**config.mk**
```make
export PLATFORM = sky130hd
export DESIGN_NAME = iolh_div
export DESIGN_NICKNAME = d
export VERILOG_FILES = /design/src/sv/iolh_pkg.sv /design/src/sv/iolh_div.sv
export SDC_FILE = /design/constraint.sdc
export NUM_CORES = 2
export LEC_CHECK = 0
export ABC_AREA = 1
export BUFFER_PORTS_ARGS = -buffer_cell sky130_fd_sc_hd__buf_2
export CORE_MARGIN = 2
export CORE_UTILIZATION = 37
export DETAILED_ROUTE_END_ITERATION = 12
export SLEW_MARGIN = 20
export SYNTH_ARGS = -nofsm -noshare
export SYNTH_HDL_FRONTEND = slang
export SYNTH_SLANG_ARGS = --single-unit
```
**constraint.sdc**
```tcl
create_clock -name aclk -period 9.9 [get_ports aclk]
set_input_delay 0.495 -clock aclk [delete_from_list [all_inputs] [get_ports aclk]]
set_output_delay 0.495 -clock aclk [all_outputs]
set_load 0.1 [all_outputs]
```
**src/sv/iolh_pkg.sv**
```systemverilog
// Package holding the types, constants and codes shared by the latency histogram block.
package iolh_pkg;

    localparam int TABLE_DEPTH_DEF = 256;
    localparam int BIN_COUNT_DEF   = 32;
    localparam logic [9:0] NS_PER_US   = 10'd1000;
    localparam logic [7:0] READ_CHAR   = 8'd82;
    localparam int         SECTOR_SHIFT = 9;

    localparam logic [1:0] MODE_ISSUE    = 2'd0;
    localparam logic [1:0] MODE_COMPLETE = 2'd1;
    localparam logic [1:0] MODE_READ     = 2'd2;

    typedef struct packed {
        logic [1:0]  mode;
        logic [31:0] device_id;
        logic [63:0] sector_number;
        logic [63:0] time_ns;
        logic [31:0] sector_count;
        logic [7:0]  op_code_char;
        logic [6:0]  stat_index;
    } iolh_in_t;

    typedef struct packed {
        logic        matched;
        logic [54:0] latency_micros;
        logic [4:0]  bin_index;
        logic        counted_as_read;
        logic        table_full_drop;
        logic [63:0] stat_value;
    } iolh_out_t;

    typedef enum logic [3:0] {
        ST_IDLE,
        ST_CLEAR,
        ST_SCAN,
        ST_SCAN_WAIT,
        ST_DIVIDE,
        ST_LOG,
        ST_BIN_RD,
        ST_BIN_WR,
        ST_STAT,
        ST_OUT
    } iolh_state_t;

endpackage

```
**src/sv/iolh_div.sv**
```systemverilog
// Divider by 1000 that multiplies by a fixed reciprocal through one shared 32 by 32 multiplier.
module iolh_div
    import iolh_pkg::*;
(
    input  logic        aclk,
    input  logic        aresetn,
    input  logic        start,
    input  logic [63:0] dividend,
    output logic        done,
    output logic [63:0] quotient
);
    localparam logic [61:0] DIV_RECIP = 62'd2361183241434822607;
    localparam int          DIV_SHIFT = 68;

    logic [63:0]  x_reg, x_next;
    logic [127:0] acc_reg, acc_next;
    logic [1:0]   step_reg, step_next;
    logic         busy_reg, busy_next;
    logic         done_reg, done_next;
    logic [31:0]  mul_a, mul_b;
    logic [63:0]  prod;
    logic [127:0] addend;

    // The dividend is divided by eight first, and the rest by 125 is a product with a
    // rounded-up reciprocal that is built from four 32-bit partial products.
    assign mul_a  = step_reg[1] ? {3'd0, x_reg[63:35]} : x_reg[34:3];
    assign mul_b  = step_reg[0] ? {2'd0, DIV_RECIP[61:32]} : DIV_RECIP[31:0];
    assign prod   = {32'd0, mul_a} * {32'd0, mul_b};
    assign addend = {64'd0, prod} << {step_reg[1] & step_reg[0], step_reg[1] ^ step_reg[0],
                                      5'd0};

    always_comb begin
        x_next    = x_reg;
        acc_next  = acc_reg;
        step_next = step_reg;
        busy_next = busy_reg;
        done_next = 1'b0;
        if (start) begin
            x_next    = dividend;
            acc_next  = '0;
            step_next = '0;
            busy_next = 1'b1;
        end else if (busy_reg) begin
            acc_next  = acc_reg + addend;
            step_next = step_reg + 2'd1;
            if (step_reg == 2'd3) begin
                busy_next = 1'b0;
                done_next = 1'b1;
            end
        end
    end

    always_ff @(posedge aclk) begin
        if (!aresetn) begin
            busy_reg <= 1'b0;
            done_reg <= 1'b0;
            step_reg <= '0;
        end else begin
            busy_reg <= busy_next;
            done_reg <= done_next;
            step_reg <= step_next;
        end
        x_reg   <= x_next;
        acc_reg <= acc_next;
    end

    assign done     = done_reg;
    assign quotient = {4'd0, acc_reg[127:DIV_SHIFT]};

    a_quot_exact: assert property (@(posedge aclk) disable iff (!aresetn)
        done_reg |-> (x_reg - quotient * 64'(NS_PER_US)) < 64'(NS_PER_US))
        else $error("divider quotient wrong");
    a_done_pulse: assert property (@(posedge aclk) disable iff (!aresetn)
        done_reg |=> !done_reg)
        else $error("divider done held");
    a_start_busy: assert property (@(posedge aclk) disable iff (!aresetn)
        start |=> busy_reg)
        else $error("divider did not start");
endmodule

```
==> reports/results.txt <==
Worst-Skew Late Latency: 0.59 ns
DR iter-0 viols: 3264
# DRC: 0
Hold_sp: dividend[32]
Status: complete, but fails checks
Slew margin rel.: 25.1%
Initial core utilization: 37.4%
Post-Synthesis Cells: 6278
DIE WIDTH: 356 µm
Crit path launch type: flip-flop
Via Count: 46900
DRT Pass-1 Iters: 5
Global routing usage on met2: 55.4%
Dpl hpwl: 176000 µm
Avg WL per Cell: 22.4 µm
Largest net degree at the start of global routing: 77
Area Growth Syn to Fin: 42.4%
Share of layout cells above drive strength 1: 37.4%
Crit Path Max Fanout: 6
Global-route usage over all layers: 32.7%
Io pins: 132
Async SR Flop Fraction: 0%
Final Core Density: 53.3%
Die Height: 356 µm
Vias in the first global route: 48000
Placed inst area: 0.0571 mm²
Global-route met3 utilization: 3.59%
WP data arrival: 10.51 ns
Commonest register cell after synthesis: dfxtp_1
Fmax: 99.7 MHz
Drt via density: 5.01
CP Class: reg -> reg
Clock root cell: clkbuf_16
Unrepaired setup endpoints after global routing: true
H-tree levels: 4
Met1 usage: 39.6%
Clk sink count: 193
Global routing's busiest layer: met2
Clk_skew: 0.0276 ns
Final WS setup: -0.132 ns
Placer congestion estimate: 1.05
PortBufs: 124
Req. time, crit path: 10.38 ns
Hold buffers post-CTS: 0
Post-Route WL: 210000 µm
CP endpoint kind: flip-flop
Max-cap violations: 0
Core area: 0.122 mm²
Final number of setup-violating endpoints: 26
Mapped Area: 0.0457 mm²
Syn_area_per_cell: 7.28 µm²
Number of flops mapped to enable cells by yosys: 61
Worst min path class: in -> reg
Max Transition Viols Final: 0
Worst r2r src: step_reg[1]
Number of synthesized register bits: 193
Die area: 0.126 mm²
Initial antenna violation count: 3
Yosys cell types: 60
Min Tclk post-route: 10.03 ns
Synth Warn #: 0
Clock Path Buffers: 2
Placed cells: 9146
Slew @ Worst Pin: 1.12 ns
Final period util: 101%
Slowest cell on crit path: fa_1
Post-synthesis sequential area ratio: 9.79%
CTS tree: built
Final Net Count: 8950
Failing checks: setup timing
Layout Cells excl Fill: 9354
Fin area: 0.0651 mm²
Largest stage delay, worst path: 0.56 ns
Antenna Violating Nets Remaining: 0
Worst-path clk slew: 0.09 ns
Rows: 128
Final hold violations: 0
Grt ovf: 0
Num CTS Buffers: 17
First-pass GRT wire length: 301000 µm
Crit. Startpoint: step_reg[1]
Largest register FFs: 128
N_diodes: 0
area by class of cell:
type,instances,area [µm²]
fillers,11700,57100
clock inverters,9,145
clock buffers,20,468
well taps,1625,2030
inverters,1491,5640
multi-input cells,4476,40500
flip-flops and latches,193,4480
repair buffers,1540,11900
path summary, 6_finish.rpt:
path         cells past startpoint  slack (ns)           to
max                             50       -0.13  acc_reg[83]
min                              1        0.08    x_reg[32]
max reg2reg                     50       -0.13  acc_reg[83]
min reg2reg                      2        0.51  step_reg[0]
synth_stat cells (all sizes together) (2+ instances only):
cell / n / area [µm²]
o21a: 7 / 52.6
conb: 2 / 7.51
mux2i: 2 / 20.0
and3: 4 / 25.0
a21oi: 322 / 1640
edfxtp: 61 / 1830
nand3b: 6 / 45.0
ha: 529 / 6620
and2: 2 / 12.5
a221oi: 4 / 35.0
nor4: 14 / 103
buf: 86 / 593
a211oi: 3 / 22.5
a21boi: 9 / 71.3
xnor2: 28 / 245
clkbuf: 66 / 248
a21o: 37 / 278
nand2: 979 / 3750
o221ai: 12 / 105
nand4: 29 / 181
fa: 635 / 12700
o21bai: 61 / 495
dfxtp: 132 / 2640
o211ai: 8 / 65.1
inv: 1491 / 5600
nor2: 955 / 3670
nand3: 162 / 861
a31oi: 17 / 106
nor3: 42 / 225
o21ai: 389 / 2030
a31o: 2 / 17.5
xor2: 102 / 893
or2: 69 / 432
o22ai: 6 / 37.5
per-stage QoR:
step / TNS, ns / worst slack [ns] / hold WS [ns]
after CTS: -0.394 / -0.0805 / 0.0535
after global routing: -20.61 / -0.431 / 0.0699
final: -1.35 / -0.132 / 0.0824
after detailed placement: -38.15 / -0.716 / 0.480
after floorplan: 0 / 0.126 / 0.456
after global placement: -35.96 / -0.678 / 0.475
cell families (layout without fill, tap and decap cells):
group | after synthesis | count (layout) | synth area share (%)
adders and majority gates | 1164 | 1164 | 42.3
and+or+nand+nor | 2263 | 2263 | 20.4
AOI/OAI and AO/OA | 881 | 881 | 10.9
muxes | 2 | 2 | 0.0438
buffers and inverters | 1643 | 3060 | 14.1
DFF | 193 | 193 | 9.79
xor gates and xnor gates | 130 | 130 | 2.49
other | 2 | 36 | 0.0164
cells in the final DEF (no fill, tap or decap), types with 36 or more instances in the layout:
cell / count
buf_2: 123
o21ai_2: 68
nand2_4: 44
inv_1: 1308
buf_6: 77
nand2_1: 767
nand2_2: 161
nor2_2: 187
a21oi_2: 125
fa_2: 42
o21ai_1: 125
buf_4: 1315
o21ai_0: 175
conb_1: 36
xor2_1: 88
nand3_1: 109
nand3_2: 44
inv_2: 169
or2_2: 48
fa_1: 593
a21oi_1: 164
dfxtp_1: 129
edfxtp_1: 61
ha_4: 77
nor2_1: 635
nor2_4: 133
ha_1: 439
what timing repair did:
item / 4_1_cts / 5_1_grt
gates resized for setup: 641 / 1030
pin swaps: 133 / 301
setup endpoints to repair: 93 / 103
setup buffers: 72 / 112
cloned: 3 / 1
routing by layer:
metal  vias to the layer above  wire length, µm  share of wire (%)
met5                         -                0                  0
met2                      1551           100000                 48
met3                       482            10100                4.8
met4                         0            16100                7.7
met1                     22800            83000                 40
li1                      22100                -                  -
worst max-delay path, delay by kind of cell (launching register included):
| kind | cells | cell delay [ns] |
|---|---|---|
| AO/OA/AOI/OAI | 7 | 1.21 |
| XOR/XNOR | 2 | 0.34 |
| adder cells (fa/ha/maj) | 10 | 4.82 |
| buffers and inverters | 19 | 1.94 |
| flip-flops | 1 | 0.42 |
| AND/OR/NAND/NOR | 12 | 1.14 |
Power is not shown: default switching activity piles up to over one toggle a cycle in this logic, so the estimate is an artifact.
